<file path="src/design/gps_rmc_sentence_parser_core_defines.svh">
`ifndef GPS_RMC_SENTENCE_PARSER_CORE_DEFINES_SVH
`define GPS_RMC_SENTENCE_PARSER_CORE_DEFINES_SVH

// same-cycle implication, sampled on clock, off while in reset
`define GPSRMC_ASSERT_NOW(label, ante, cons, msg) \
   label: assert property (@(posedge clock) disable iff (reset) (ante) |-> (cons)) \
      else $error(msg);

// next-cycle implication
`define GPSRMC_ASSERT_NEXT(label, ante, cons, msg) \
   label: assert property (@(posedge clock) disable iff (reset) (ante) |=> (cons)) \
      else $error(msg);

`endif

</file>
<file path="src/design/gpsrmc_pkg.sv">
`default_nettype none

package gpsrmc_pkg;

   localparam int FRAC_DIGITS     = 4;
   localparam int MAX_FIELD_CHARS = 14;

   localparam int BYTE_W  = 8;
   localparam int ACC_W   = 28;
   localparam int LAT_W   = 27;
   localparam int LON_W   = 28;
   localparam int SPEED_W = 24;
   localparam int CHARS_W = 4;
   localparam int FRAC_CNT_W = $clog2(FRAC_DIGITS + 1);

   function automatic longint unsigned pow10(input int n);
      longint unsigned r;
      r = 1;
      for (int i = 0; i < n; i++) begin
         r = r * 10;
      end
      return r;
   endfunction

   function automatic longint unsigned cap_at(input longint unsigned v,
                                              input longint unsigned c);
      return (v > c) ? c : v;
   endfunction

   localparam longint unsigned POW_FRAC = pow10(FRAC_DIGITS);
   localparam int SCALE_W = $clog2(POW_FRAC + 1);

   localparam logic [ACC_W-1:0]   ACC_CAP     = '1;
   localparam logic [LAT_W-1:0]   LAT_LIMIT   =
      LAT_W'(cap_at(64'd9000 * POW_FRAC, (64'd1 << LAT_W) - 64'd1));
   localparam logic [LON_W-1:0]   LON_LIMIT   =
      LON_W'(cap_at(64'd18000 * POW_FRAC, (64'd1 << LON_W) - 64'd1));
   localparam logic [SPEED_W-1:0] SPEED_LIMIT = 24'd9999999;
   localparam logic [CHARS_W-1:0] CHARS_SAT   = '1;

   // header match position; HDR_DONE means inside a sentence
   localparam logic [2:0] HDR_IDLE = 3'd0;
   localparam logic [2:0] HDR_DONE = 3'd7;

   // field index = commas seen after the header
   localparam logic [2:0] FLD_TIME   = 3'd0;
   localparam logic [2:0] FLD_STATUS = 3'd1;
   localparam logic [2:0] FLD_LAT    = 3'd2;
   localparam logic [2:0] FLD_NS     = 3'd3;
   localparam logic [2:0] FLD_LON    = 3'd4;
   localparam logic [2:0] FLD_EW     = 3'd5;
   localparam logic [2:0] FLD_SPEED  = 3'd6;

   localparam logic [BYTE_W-1:0] CHAR_DOLLAR = 8'h24;
   localparam logic [BYTE_W-1:0] CHAR_COMMA  = 8'h2C;
   localparam logic [BYTE_W-1:0] CHAR_POINT  = 8'h2E;
   localparam logic [BYTE_W-1:0] CHAR_ZERO   = 8'h30;
   localparam logic [BYTE_W-1:0] CHAR_NINE   = 8'h39;
   localparam logic [BYTE_W-1:0] CHAR_A      = 8'h41;
   localparam logic [BYTE_W-1:0] CHAR_E      = 8'h45;
   localparam logic [BYTE_W-1:0] CHAR_N      = 8'h4E;

   typedef struct packed {
      logic              valid;
      logic [BYTE_W-1:0] data;
   } byte_beat_type;

   // "$GPRMC,"
   function automatic logic [BYTE_W-1:0] hdr_char(input logic [2:0] pos);
      logic [BYTE_W-1:0] c;
      case (pos)
         3'd0:    c = CHAR_DOLLAR;
         3'd1:    c = 8'h47;
         3'd2:    c = 8'h50;
         3'd3:    c = 8'h52;
         3'd4:    c = 8'h4D;
         3'd5:    c = 8'h43;
         3'd6:    c = CHAR_COMMA;
         default: c = '0;
      endcase
      return c;
   endfunction

   // 10^k for k in 0..FRAC_DIGITS
   function automatic logic [SCALE_W-1:0] scale_of(input logic [FRAC_CNT_W-1:0] k);
      logic [SCALE_W-1:0] r;
      r = '0;
      for (int i = 0; i <= FRAC_DIGITS; i++) begin
         if (k == FRAC_CNT_W'(i)) r = SCALE_W'(pow10(i));
      end
      return r;
   endfunction

endpackage

`default_nettype wire

</file>
<file path="src/design/gpsrmc_if.sv">
`default_nettype none

interface gpsrmc_req_if import gpsrmc_pkg::*; ();
   logic              valid;
   logic              ready;
   logic [BYTE_W-1:0] rx_byte;

   modport source (output valid, output rx_byte, input ready);
   modport sink   (input valid, input rx_byte, output ready);
endinterface

interface gpsrmc_rsp_if import gpsrmc_pkg::*; ();
   logic               valid;
   logic               ready;
   logic               fix_valid;
   logic [LAT_W-1:0]   latitude_ddmm;
   logic [LON_W-1:0]   longitude_dddmm;
   logic               is_north;
   logic               is_east;
   logic [SPEED_W-1:0] speed_knots;
   logic               field_overflow;

   modport source (output valid, output fix_valid, output latitude_ddmm,
                   output longitude_dddmm, output is_north, output is_east,
                   output speed_knots, output field_overflow, input ready);
   modport sink   (input valid, input fix_valid, input latitude_ddmm,
                   input longitude_dddmm, input is_north, input is_east,
                   input speed_knots, input field_overflow, output ready);
endinterface

`default_nettype wire

</file>
<file path="src/design/gpsrmc_in_stage.sv">
`default_nettype none

module gpsrmc_in_stage import gpsrmc_pkg::*; (
   input  logic          clock,
   input  logic          reset,
   gpsrmc_req_if.sink    req,
   input  logic          take,
   output byte_beat_type beat
);

   logic              valid_ff, valid_in;
   logic [BYTE_W-1:0] data_ff, data_in;
   logic              load;

   assign req.ready = !valid_ff || take;
   assign load      = req.valid && req.ready;

   always_comb begin
      valid_in = load ? 1'b1 : (valid_ff && !take);
      data_in  = load ? req.rx_byte : data_ff;
   end

   always_ff @(posedge clock) begin
      if (reset) begin
         valid_ff <= 1'b0;
      end else begin
         valid_ff <= valid_in;
      end
      data_ff <= data_in;
   end

   assign beat.valid = valid_ff;
   assign beat.data  = data_ff;

endmodule

`default_nettype wire

</file>
<file path="src/design/gpsrmc_parser.sv">
`default_nettype none
`include "gps_rmc_sentence_parser_core_defines.svh"

module gpsrmc_parser import gpsrmc_pkg::*; (
   input  logic          clock,
   input  logic          reset,
   input  byte_beat_type beat,
   output logic          take,
   gpsrmc_rsp_if.source  rsp
);

   logic [2:0]            hdr_ff, hdr_in;
   logic [2:0]            comma_ff, comma_in;
   logic [BYTE_W-1:0]     status_ff, status_in;
   logic                  north_ff, north_in;
   logic                  east_ff, east_in;
   logic [ACC_W-1:0]      acc_ff, acc_in;
   logic [FRAC_CNT_W-1:0] frac_ff, frac_in;
   logic                  point_ff, point_in;
   logic                  ended_ff, ended_in;
   logic [CHARS_W-1:0]    chars_ff, chars_in;
   logic [LAT_W-1:0]      pend_lat_ff, pend_lat_in;
   logic [LON_W-1:0]      pend_lon_ff, pend_lon_in;
   logic [LAT_W-1:0]      held_lat_ff, held_lat_in;
   logic [LON_W-1:0]      held_lon_ff, held_lon_in;
   logic                  ovf_ff, ovf_in;

   logic                  out_valid_ff, out_valid_in;
   logic                  out_fix_ff, out_fix_in;
   logic [LAT_W-1:0]      out_lat_ff, out_lat_in;
   logic [LON_W-1:0]      out_lon_ff, out_lon_in;
   logic                  out_north_ff, out_north_in;
   logic                  out_east_ff, out_east_in;
   logic [SPEED_W-1:0]    out_speed_ff, out_speed_in;
   logic                  out_ovf_ff, out_ovf_in;

   logic [BYTE_W-1:0]        rx;
   logic                     is_digit;
   logic [ACC_W+3:0]         push_sum;
   logic                     push_sat;
   logic [SCALE_W-1:0]       fin_scale;
   logic [ACC_W+SCALE_W-1:0] fin_prod;
   logic                     fin_sat;
   logic [ACC_W-1:0]         fin_raw;
   logic [ACC_W-1:0]         fin_limit;
   logic                     fin_over;
   logic [ACC_W-1:0]         fin_value;
   logic                     fin_ovf;
   logic                     fix;
   logic                     emit;
   logic                     emit_load;

   assign take      = beat.valid && (!out_valid_ff || rsp.ready);
   assign rx        = beat.data;
   assign is_digit  = rx inside {[CHAR_ZERO:CHAR_NINE]};
   assign emit_load = take && emit;
   assign fix       = (status_ff == CHAR_A);

   // acc * 10 + digit, saturating
   assign push_sum = ({4'b0, acc_ff} << 3) + ({4'b0, acc_ff} << 1)
                   + (ACC_W+4)'(rx - CHAR_ZERO);
   assign push_sat = push_sum > {4'b0, ACC_CAP};

   // pad missing fraction digits, then clamp to the field range
   assign fin_scale = scale_of(FRAC_CNT_W'(FRAC_DIGITS) - frac_ff);
   assign fin_prod  = acc_ff * fin_scale;
   assign fin_sat   = fin_prod > (ACC_W+SCALE_W)'(ACC_CAP);
   assign fin_raw   = fin_sat ? ACC_CAP : fin_prod[ACC_W-1:0];

   always_comb begin
      case (comma_ff)
         FLD_LAT: fin_limit = ACC_W'(LAT_LIMIT);
         FLD_LON: fin_limit = ACC_W'(LON_LIMIT);
         default: fin_limit = ACC_W'(SPEED_LIMIT);
      endcase
   end

   assign fin_over  = fin_raw > fin_limit;
   assign fin_value = fin_over ? fin_limit : fin_raw;
   assign fin_ovf   = fin_sat || fin_over;

   always_comb begin
      hdr_in      = hdr_ff;
      comma_in    = comma_ff;
      status_in   = status_ff;
      north_in    = north_ff;
      east_in     = east_ff;
      acc_in      = acc_ff;
      frac_in     = frac_ff;
      point_in    = point_ff;
      ended_in    = ended_ff;
      chars_in    = chars_ff;
      pend_lat_in = pend_lat_ff;
      pend_lon_in = pend_lon_ff;
      held_lat_in = held_lat_ff;
      held_lon_in = held_lon_ff;
      ovf_in      = ovf_ff;
      emit        = 1'b0;

      if (take) begin
         if (hdr_ff != HDR_DONE) begin
            if (rx == hdr_char(hdr_ff)) begin
               hdr_in = hdr_ff + 3'd1;
            end else if (rx == CHAR_DOLLAR) begin
               hdr_in = 3'd1;
            end else begin
               hdr_in = HDR_IDLE;
            end
            if (hdr_in == HDR_DONE) begin
               comma_in  = FLD_TIME;
               chars_in  = '0;
               ovf_in    = 1'b0;
               status_in = '0;
               acc_in    = '0;
               frac_in   = '0;
               point_in  = 1'b0;
               ended_in  = 1'b0;
            end
         end else if (rx == CHAR_COMMA) begin
            comma_in = comma_ff + 3'd1;
            chars_in = '0;
            acc_in   = '0;
            frac_in  = '0;
            point_in = 1'b0;
            ended_in = 1'b0;
            case (comma_ff)
               FLD_TIME: begin
                  status_in = '0;
               end
               FLD_LAT: begin
                  pend_lat_in = fin_value[LAT_W-1:0];
                  ovf_in      = ovf_ff || fin_ovf;
                  north_in    = 1'b0;
               end
               FLD_LON: begin
                  pend_lon_in = fin_value[LON_W-1:0];
                  ovf_in      = ovf_ff || fin_ovf;
                  east_in     = 1'b0;
               end
               FLD_SPEED: begin
                  emit     = 1'b1;
                  ovf_in   = ovf_ff || fin_ovf;
                  hdr_in   = HDR_IDLE;
                  comma_in = FLD_TIME;
                  if (fix) begin
                     held_lat_in = pend_lat_ff;
                     held_lon_in = pend_lon_ff;
                  end
               end
               default: begin
               end
            endcase
         end else begin
            if (chars_ff != CHARS_SAT) chars_in = chars_ff + 1'b1;
            case (comma_ff)
               FLD_STATUS: begin
                  if (chars_ff == '0) status_in = rx;
               end
               FLD_NS: begin
                  if (chars_ff == '0) north_in = (rx == CHAR_N);
               end
               FLD_EW: begin
                  if (chars_ff == '0) east_in = (rx == CHAR_E);
               end
               FLD_LAT, FLD_LON, FLD_SPEED: begin
                  if (chars_ff >= CHARS_W'(MAX_FIELD_CHARS)) ovf_in = 1'b1;
                  if (!ended_ff) begin
                     if (is_digit) begin
                        if (!point_ff || frac_ff < FRAC_CNT_W'(FRAC_DIGITS)) begin
                           acc_in = push_sat ? ACC_CAP : push_sum[ACC_W-1:0];
                           if (push_sat) ovf_in = 1'b1;
                           if (point_ff) frac_in = frac_ff + 1'b1;
                        end
                     end else if (rx == CHAR_POINT && !point_ff) begin
                        point_in = 1'b1;
                     end else begin
                        ended_in = 1'b1;
                     end
                  end
               end
               default: begin
               end
            endcase
         end
      end
   end

   always_comb begin
      out_valid_in = emit_load ? 1'b1 : (out_valid_ff && !rsp.ready);
      out_fix_in   = out_fix_ff;
      out_lat_in   = out_lat_ff;
      out_lon_in   = out_lon_ff;
      out_north_in = out_north_ff;
      out_east_in  = out_east_ff;
      out_speed_in = out_speed_ff;
      out_ovf_in   = out_ovf_ff;
      if (emit_load) begin
         out_fix_in   = fix;
         out_lat_in   = held_lat_in;
         out_lon_in   = held_lon_in;
         out_north_in = north_ff;
         out_east_in  = east_ff;
         out_speed_in = fin_value[SPEED_W-1:0];
         out_ovf_in   = ovf_ff || fin_ovf;
      end
   end

   always_ff @(posedge clock) begin
      if (reset) begin
         hdr_ff       <= HDR_IDLE;
         comma_ff     <= FLD_TIME;
         status_ff    <= '0;
         north_ff     <= 1'b0;
         east_ff      <= 1'b0;
         acc_ff       <= '0;
         frac_ff      <= '0;
         point_ff     <= 1'b0;
         ended_ff     <= 1'b0;
         chars_ff     <= '0;
         pend_lat_ff  <= '0;
         pend_lon_ff  <= '0;
         held_lat_ff  <= '0;
         held_lon_ff  <= '0;
         ovf_ff       <= 1'b0;
         out_valid_ff <= 1'b0;
      end else begin
         hdr_ff       <= hdr_in;
         comma_ff     <= comma_in;
         status_ff    <= status_in;
         north_ff     <= north_in;
         east_ff      <= east_in;
         acc_ff       <= acc_in;
         frac_ff      <= frac_in;
         point_ff     <= point_in;
         ended_ff     <= ended_in;
         chars_ff     <= chars_in;
         pend_lat_ff  <= pend_lat_in;
         pend_lon_ff  <= pend_lon_in;
         held_lat_ff  <= held_lat_in;
         held_lon_ff  <= held_lon_in;
         ovf_ff       <= ovf_in;
         out_valid_ff <= out_valid_in;
      end
      out_fix_ff   <= out_fix_in;
      out_lat_ff   <= out_lat_in;
      out_lon_ff   <= out_lon_in;
      out_north_ff <= out_north_in;
      out_east_ff  <= out_east_in;
      out_speed_ff <= out_speed_in;
      out_ovf_ff   <= out_ovf_in;
   end

   assign rsp.valid           = out_valid_ff;
   assign rsp.fix_valid       = out_fix_ff;
   assign rsp.latitude_ddmm   = out_lat_ff;
   assign rsp.longitude_dddmm = out_lon_ff;
   assign rsp.is_north        = out_north_ff;
   assign rsp.is_east         = out_east_ff;
   assign rsp.speed_knots     = out_speed_ff;
   assign rsp.field_overflow  = out_ovf_ff;

   `GPSRMC_ASSERT_NEXT(a_emit_rearms_hunt, emit_load, (hdr_ff == HDR_IDLE) && (comma_ff == FLD_TIME), "sentence end did not rearm header hunt")
   `GPSRMC_ASSERT_NOW(a_stall_blocks_parse, out_valid_ff && !rsp.ready, !take, "byte parsed while result beat stalled")
   `GPSRMC_ASSERT_NEXT(a_held_only_on_fix, !(emit_load && fix), $stable(held_lat_ff) && $stable(held_lon_ff), "held position moved without a valid fix")
   `GPSRMC_ASSERT_NOW(a_speed_capped, out_valid_ff, out_speed_ff <= SPEED_LIMIT, "speed beyond limit")

endmodule

`default_nettype wire

</file>
<file path="src/design/gps_rmc_sentence_parser_core.sv">
// Path: an accepted req beat is held in the input register, and the rsp beat it completes in the output register.
// Throughput: one byte per cycle while no result beat stalls; a result beat may wait in its
// output register while the next byte is taken into the input register.
// A stalled result holds the parser, and with it the input register.
// Reset: synchronous, active high; clears the header hunt, field state and held fix.
`default_nettype none

module gps_rmc_sentence_parser_core import gpsrmc_pkg::*; (
   input logic          clock,
   input logic          reset,
   gpsrmc_req_if.sink   req_chan,
   gpsrmc_rsp_if.source rsp_chan
);

   byte_beat_type beat;
   logic          take;

   gpsrmc_in_stage u_in_stage (
      .clock (clock),
      .reset (reset),
      .req   (req_chan),
      .take  (take),
      .beat  (beat)
   );

   gpsrmc_parser u_parser (
      .clock (clock),
      .reset (reset),
      .beat  (beat),
      .take  (take),
      .rsp   (rsp_chan)
   );

endmodule

`default_nettype wire
</file>
<file path="src/flat_wrapper.sv">
// flat-port wrapper written by rule: the top's interface ports become plain ports
module gps_rmc_sentence_parser_core_flat import gpsrmc_pkg::*;
  (clock, reset, req_chan_valid, req_chan_rx_byte, req_chan_ready, rsp_chan_valid, rsp_chan_fix_valid, rsp_chan_latitude_ddmm, rsp_chan_longitude_dddmm, rsp_chan_is_north, rsp_chan_is_east, rsp_chan_speed_knots, rsp_chan_field_overflow, rsp_chan_ready);
  gpsrmc_req_if req_chan_i ();
  gpsrmc_rsp_if rsp_chan_i ();
  input logic clock;
  input logic reset;
  input wire logic [$bits(req_chan_i.valid)-1:0] req_chan_valid;
  input wire logic [$bits(req_chan_i.rx_byte)-1:0] req_chan_rx_byte;
  output wire logic [$bits(req_chan_i.ready)-1:0] req_chan_ready;
  output wire logic [$bits(rsp_chan_i.valid)-1:0] rsp_chan_valid;
  output wire logic [$bits(rsp_chan_i.fix_valid)-1:0] rsp_chan_fix_valid;
  output wire logic [$bits(rsp_chan_i.latitude_ddmm)-1:0] rsp_chan_latitude_ddmm;
  output wire logic [$bits(rsp_chan_i.longitude_dddmm)-1:0] rsp_chan_longitude_dddmm;
  output wire logic [$bits(rsp_chan_i.is_north)-1:0] rsp_chan_is_north;
  output wire logic [$bits(rsp_chan_i.is_east)-1:0] rsp_chan_is_east;
  output wire logic [$bits(rsp_chan_i.speed_knots)-1:0] rsp_chan_speed_knots;
  output wire logic [$bits(rsp_chan_i.field_overflow)-1:0] rsp_chan_field_overflow;
  input wire logic [$bits(rsp_chan_i.ready)-1:0] rsp_chan_ready;
  assign req_chan_i.valid = req_chan_valid;
  assign req_chan_i.rx_byte = req_chan_rx_byte;
  assign req_chan_ready = req_chan_i.ready;
  assign rsp_chan_valid = rsp_chan_i.valid;
  assign rsp_chan_fix_valid = rsp_chan_i.fix_valid;
  assign rsp_chan_latitude_ddmm = rsp_chan_i.latitude_ddmm;
  assign rsp_chan_longitude_dddmm = rsp_chan_i.longitude_dddmm;
  assign rsp_chan_is_north = rsp_chan_i.is_north;
  assign rsp_chan_is_east = rsp_chan_i.is_east;
  assign rsp_chan_speed_knots = rsp_chan_i.speed_knots;
  assign rsp_chan_field_overflow = rsp_chan_i.field_overflow;
  assign rsp_chan_i.ready = rsp_chan_ready;
  gps_rmc_sentence_parser_core u_core (.clock(clock), .reset(reset), .req_chan(req_chan_i), .rsp_chan(rsp_chan_i));
endmodule
</file>
<file path="config.mk">
export PLATFORM = sky130hd
export DESIGN_NAME = gps_rmc_sentence_parser_core_flat
export DESIGN_NICKNAME = d
export VERILOG_FILES = /design/src/design/gpsrmc_pkg.sv /design/src/design/gpsrmc_if.sv /design/src/design/gpsrmc_in_stage.sv /design/src/design/gpsrmc_parser.sv /design/src/design/gps_rmc_sentence_parser_core.sv /design/src/flat_wrapper.sv
export VERILOG_INCLUDE_DIRS = /design/src /design/src/design
export SDC_FILE = /design/constraint.sdc
export NUM_CORES = 1
export LEC_CHECK = 0
export BUFFER_PORTS_ARGS = -buffer_cell sky130_fd_sc_hd__buf_4
export CAP_MARGIN = 25
export CORE_AREA = 5 5 289 291
export CTS_CLUSTER_DIAMETER = 40
export DETAILED_ROUTE_END_ITERATION = 12
export DIE_AREA = 0 0 294 296
export PLACE_DENSITY = 0.53
export RECOVER_POWER = 100
export SLEW_MARGIN = 5
export SYNTH_ARGS = -nofsm -noshare
export SYNTH_HDL_FRONTEND = slang
export SYNTH_SLANG_ARGS = --single-unit
</file>
<file path="constraint.sdc">
create_clock -name clock -period 10.4 [get_ports clock]
set_clock_uncertainty 0.05 [all_clocks]
set_input_delay 1.04 -clock clock [delete_from_list [all_inputs] [get_ports clock]]
set_output_delay 1.04 -clock clock [all_outputs]
set_load 0.02 [all_outputs]
</file>
# Word-level counts from Yosys, hierarchy flattened
# Cells that the tools add are included.
[totals]
latch_bits = 0
out_inout_bits = 85
reg_bits = 257
mem_bits_rw = 0
romBits = 0
mem_count = 0
[op_classes]
reduce_logical = 49
mul = 1
order_cmp = 7
n_div = 0
n_shift = 0
addsub = 8
n_bitwise = 1
n_mux = 93
eq_ne = 32
[ops]
columns = ["cell", "n"]
rows = [
  ["$mux W28", 15],
  ["$mux W27", 5],
  ["$mux W8", 8],
  ["$pmux W28 S2", 1],
  ["$mux W3", 17],
  ["$pmux W7 S7", 1],
  ["$gt A42 B28 Y1 const B", 1],
  ["$mul A28 B14 Y42", 1],
  ["$mux W1", 38],
  ["$add A31 B29 Y32", 1],
  ["$add A32 B32 Y32", 1],
  ["$gt A32 B28 Y1 const B", 1],
  ["$gt A28 B28 Y1", 1],
  ["$mux W14", 2],
  ["$eq A3 B3 Y1 const B", 8],
  ["$eq A8 B6 Y1 const B", 3],
  ["$eq A8 B7 Y1 const B", 3],
  ["$reduce_bool A3 Y1", 8],
  ["$mux W4", 5],
  ["$eq A3 B2 Y1 const B", 6],
  ["$reduce_and A3 Y1", 5],
  ["$reduce_and A5 Y1", 3],
  ["$reduce_and A6 Y1", 2],
  ["$reduce_bool A2 Y1", 6],
  ["other kinds (25)", 49],
]

# Longest topological paths before layout
[depth]
ltp_word = 16
depth_mapped = 49

# By module
# From an unflattened synthesis, not the netlist that was laid out.
[hier_totals]
cells_unflattened = 2593
hier_area_um2 = 24298.3
[by_module_without_submodules]
columns = ["module", "area_per_inst_um2", "seq_area_each_um2", "n_inst", "cells_each"]
rows = [
  ["gpsrmc_parser", 23995.5, 5795.6, 1, 2579],
  ["gpsrmc_in_stage", 302.8, 260.2, 1, 14],
]

# Least setup slack after synthesis
# No wires, ideal clock.
[synth_timing]
path_type = "register to register"
startpoint = "register u_core.u_parser.frac_ff[1]"
endpoint = "register u_core.u_parser.out_speed_ff[0], in the netlist u_core.u_parser.rsp.speed_knots[0], data pin"
stages_incl_launch_ff = 43
setup_slack_ps = 31
arrival_ps = 10047
cell_sequence = "dfxtp_1 clkbuf_1 inv_1 ha_1 ha_1 clkbuf_1 nor3_1 clkbuf_1 nand2_1 fa_1 fa_1 inv_1 fa_1 fa_1 fa_1 inv_1 fa_1 inv_1 [7 not listed] or3_1 a2111oi_4 clkbuf_1 nand3_1 ha_1 a21o_1 a21o_1 a21o_1 a21o_1 a21oi_1 o21bai_1 nand4_1 and4b_1 nor2_1 o32ai_4 buf_2 buf_2 a21oi_1"
[synth_via]
elab_chain_len = 12
word_cells_on_any_way = 16
cone_classes = "add/sub (1); mul (1); order compare (2); eq/ne (4); mux (7); reduce/logical (1)"
[synth_rtl]
columns = ["element", "line", "source"]
rows = [
  ["start, declared", "gpsrmc_parser.sv:18", "logic [FRAC_CNT_W-1:0] frac_ff, frac_in;"],
  ["start signal, assigned", "gpsrmc_parser.sv:233", "frac_ff <= frac_in;"],
  ["$sub A3 B3 Y3 *", "gpsrmc_parser.sv:65", "assign fin_scale = scale_of(FRAC_CNT_W'(FRAC_DIGITS) - frac_ff);"],
  ["$logic_not A3 Y1", "gpsrmc_pkg.sv:89", "if (k == FRAC_CNT_W'(i)) r = SCALE_W'(pow10(i));"],
  ["$mux W1", "gpsrmc_pkg.sv:89", ""],
  ["$mux W4", "gpsrmc_pkg.sv:89", ""],
  ["$mux W7", "gpsrmc_pkg.sv:89", ""],
  ["$mux W14", "gpsrmc_pkg.sv:89", ""],
  ["$mux W14 *", "gpsrmc_pkg.sv:89", ""],
  ["$mul A28 B14 Y42 *", "gpsrmc_parser.sv:66", "assign fin_prod = acc_ff * fin_scale;"],
  ["$gt A42 B28 Y1", "gpsrmc_parser.sv:67", "assign fin_sat = fin_prod > (ACC_W+SCALE_W)'(ACC_CAP);"],
  ["$mux W28 *", "gpsrmc_parser.sv:68", "assign fin_raw = fin_sat ? ACC_CAP : fin_prod[ACC_W-1:0];"],
  ["$gt A28 B28 Y1", "gpsrmc_parser.sv:78", "assign fin_over = fin_raw > fin_limit;"],
  ["$mux W28 *", "gpsrmc_parser.sv:79", "assign fin_value = fin_over ? fin_limit : fin_raw;"],
  ["via u_core.u_parser.fin_value[0]", "gpsrmc_parser.sv:47", "logic [ACC_W-1:0] fin_value;"],
  ["end signal, assigned", "gpsrmc_parser.sv:249", "out_speed_ff <= out_speed_in;"],
  ["end, declared", "gpsrmc_parser.sv:34", "logic [SPEED_W-1:0] out_speed_ff, out_speed_in;"],
]
# The timed path passes the listed nets; every way through them passes the cells marked *.
# A chain may end at the register's enable or synchronous reset.

# Worst setup path after layout
[layout_timing]
startpoint = "register u_core.u_parser.frac_ff[1]"
endpoint = "register u_core.u_parser.out_speed_ff[21], in the netlist u_core.u_parser.rsp.speed_knots[21], data pin"
# Same word-level chain as after synthesis.

==> run summary <==
Crit share post-route: 96.3%
Yosys warnings: 0
Critical Path Max Stage Delay: 550 ps
CP endpoint kind: flop
Num CTS Buffers: 39
Adder and majority cell fraction of the synthesized area: 34.2%
Slowest CP cell: fa_1
Final Hold Fails: 0
Post-synth top area cell: fa_1
Post-synthesis register bit count: 257
Crit path arrival time: 10260 ps
Overall die area: 0.0870 mm2
Actual transition at the worst max-transition pin: 3950 ps
RSZ-0062 raised after global routing: yes
CP startpoint kind: flop
Initial DRC Count: 979
Cts hold-fix bufs: 0
Antenna violations before repair: 0
Min Tclk post-route: 10020 ps
Final number of setup-violating endpoints: 0
Core area: 0.0803 mm2
Vias in the first global route: 18445
Post-synth EDFFs: 91
IO Pins: 97
Clock-pin slew on the worst setup and hold paths: 60 ps
GRT overflow: 0
First-pass DRT Iterations: 5
GRT Total Usage: 14.3%
Area after DPL: 0.0263 mm2
Failing checks: max-capacitance violations, max-slew violations
PortBufs: 96
Via density: 4.68
Synth-to-Final Area Change: 16.0%
N_diodes: 0
CTS sink cnt: 257
Maximum vdd drop: 90.4 uV
Mean Syn Cell Area: 9.21 um2
Placed insts: 3718
Vias: 17843
Post-Synth Simple-Gate Area: 16.0%
Post-synth cell types: 75
Fin cells: 3812
Crit path max-delay family: adder cells
Post-synth top area share: 23.7%
Routed Antenna Nets: 0
WP data required: 10640 ps
Compound-Gate Fraction of Synth Area: 11.2%
Hold WC Path Type: reg -> reg
Async SR Flop Fraction: 0%
Routed wire length: 63600 um
Final hold slack: 395 ps
Max Buffers Root-to-Sink: 3
Clk root buf: clkbuf_16
Ys flop type: dfxtp_1
Row cnt: 104
Die Ht: 296 um
Fin area: 0.0277 mm2
Most area-consuming cells after synthesis: fa_1 24%, dfxtp_1 14%, edfxtp_1 11%
Level count of the clock H-tree: 2
Slew Limit Fails: 154
Status: finished, violations left
Pin count of the biggest net entering global routing: 74
Post-synthesis sequential area ratio: 25.4%
CP Class: reg -> reg
CTS tree: yes
Die width: 294 um
Post-Syn Instances: 2591
Bufs and invs on worst path: 13
Worst relative slew slack: -163%
# DRC: 0
Largest family of logic cells by synthesized area: adder cells
Layout cells sized above 1: 9.88%
Lkg Pwr: 12.7 nW
Pwr/cell area: 86.9 mW/mm2
First-pass GRT wire length: 102000 um
Layout net count: 3216
DP HPWL: 50200 um
Post-Syn Area: 0.0239 mm2
Multiplexer share of the synthesized area: 2.85%
Post-Syn Nets: 3086
Synth Area in XOR/XNOR: 2.09%
Cell with the most instances on the worst path: fa_1
Drt wl/cell: 16.7 um
Reg2reg setup slack: 380 ps
Initial Util: 29.7%
Max Clk Rate: 99.8 MHz
Max Cap Viol: 3
GP Congestion: 0.890
Later-pin clock latency in the skew report: 540 ps
Critical-path maximum fanout: 16
==> Yosys cell counts, drive strengths merged, types with 38 or more instances <==
cell type	instances
inv	389
nand2	293
fa	283
ha	200
dfxtp	166
a21oi	164
nor2	125
clkbuf	116
o21ai	94
edfxtp	91
nand3	82
nor2b	79
and2	64
mux2	55
a211oi	38
==> cell type report <==
class | instances | area, um2
flip-flops and latches | 257 | 6060
multi-input cells | 1814 | 16100
clock buffers | 45 | 1020
repair buffers | 220 | 1470
well taps | 1060 | 1330
clock inverters | 27 | 269
inverters | 389 | 1460
fillers | 8322 | 52600
==> tightest hold or removal path: stages (launching register included) <==
cell     delay (ps)
dfxtp_1         300
nand2_1          50
a21oi_1          50
==> power by group <==
group | switching (mW) | internal, mW | leakage (nW) | total, mW
Clock | 0.504 | 0.770 | 0.627 | 1.27
Sequential | 0.00789 | 1.04 | 2.12 | 1.05
Combinational | 0.0552 | 0.0300 | 10.0 | 0.0853
Total | 0.567 | 1.84 | 12.7 | 2.41
==> through the flow <==
stage	setup WS [ps]	power [mW]	utilization (%)	setup TNS (ps)
global route	-56.0	2.50	34.5	-526
detailed placement	-169	1.15	32.7	-2950
finish	383	2.41	34.5	0
CTS	7.86	2.45	34.3	0
floorplan	31.2	1.13	-	0
global placement	-58.3	1.15	32.7	-195
==> kinds of logic (layout without fill, tap and decap cells) <==
family,count (synthesis),count (layout)
flip-flops,257,257
adder cells (fa/ha/maj),483,483
multiplexers,61,61
AO/OA/AOI/OAI,426,426
AND/OR/NAND/NOR,787,787
buffers and inverters,520,681
XOR/XNOR,57,57
==> worst paths after layout <==
check                                       startpoint                                            end  cells past startpoint
min          u_core.u_parser.status_ff[0]$_SDFFE_PP0P_      u_core.u_parser.status_ff[0]$_SDFFE_PP0P_                      2
max reg2reg    u_core.u_parser.frac_ff[1]$_SDFFE_PP0P_  u_core.u_parser.rsp.speed_knots[21]$_DFFE_PP_                     46
min reg2reg  u_core.u_parser.status_ff[0]$_SDFFE_PP0P_      u_core.u_parser.status_ff[0]$_SDFFE_PP0P_                      2
max            u_core.u_parser.frac_ff[1]$_SDFFE_PP0P_  u_core.u_parser.rsp.speed_knots[21]$_DFFE_PP_                     46
==> flip-flops by register name, indices dropped and copies added, names as in the netlist, 3 cells and up <==
register / count
u_core.u_parser.pend_lon_ff: 28
u_core.u_parser.held_lat_ff: 27
u_core.u_parser.acc_ff: 28
u_core.u_parser.held_lon_ff: 28
u_core.u_in_stage.data_ff: 8
u_core.u_parser.pend_lat_ff: 27
u_core.u_parser.rsp.latitude_ddmm: 27
u_core.u_parser.chars_ff: 4
u_core.u_parser.status_ff: 8
u_core.u_parser.rsp.longitude_dddmm: 28
u_core.u_parser.rsp.speed_knots: 24
u_core.u_parser.hdr_ff: 3
u_core.u_parser.frac_ff: 3
u_core.u_parser.comma_ff: 3
==> what timing repair did <==
action,CTS,global route
setup endpoints to repair,48,81
resized for setup,2,62
pin swaps,0,23
buffers inserted,0,17
gates cloned,0,5
==> metal layers <==
layer | vias to the layer above | part of all wire (%) | routed length (um) | track usage, %
met2 | 359 | 45 | 28600 | 23.1
met1 | 8623 | 48 | 30300 | 20.4
met5 | - | 0 | 0 | 0
met3 | 91 | 4.9 | 3140 | 2.30
met4 | 0 | 2.4 | 1530 | 3.13
li1 | 8770 | - | - | -
==> cell usage in the layout (no fill, tap or decap), types with 11 or more instances in the layout <==
master     Yosys  final
and2_1        64     61
edfxtp_1      91     91
a211oi_1      38     35
nand4_1       15     15
mux2_2        55     12
o21ai_0       83     81
nand2b_1      19     19
mux2_1         0     43
o211ai_1      11     11
inv_1        389    388
a21o_1        35     35
nor2b_1       79     74
o21a_1        12     12
ha_1         200    194
nand3_1       82     82
clkbuf_16      0     43
nor2_1       125    118
buf_4          5    104
nand2_1      292    291
a21oi_1      159    155
nor3_1        31     27
and3_1        22     22
clkbuf_1     114     96
xnor2_1       35     35
fa_1         283    283
xor2_1        22     22
dfxtp_1      166    166
(Power assumes the default switching activity.)
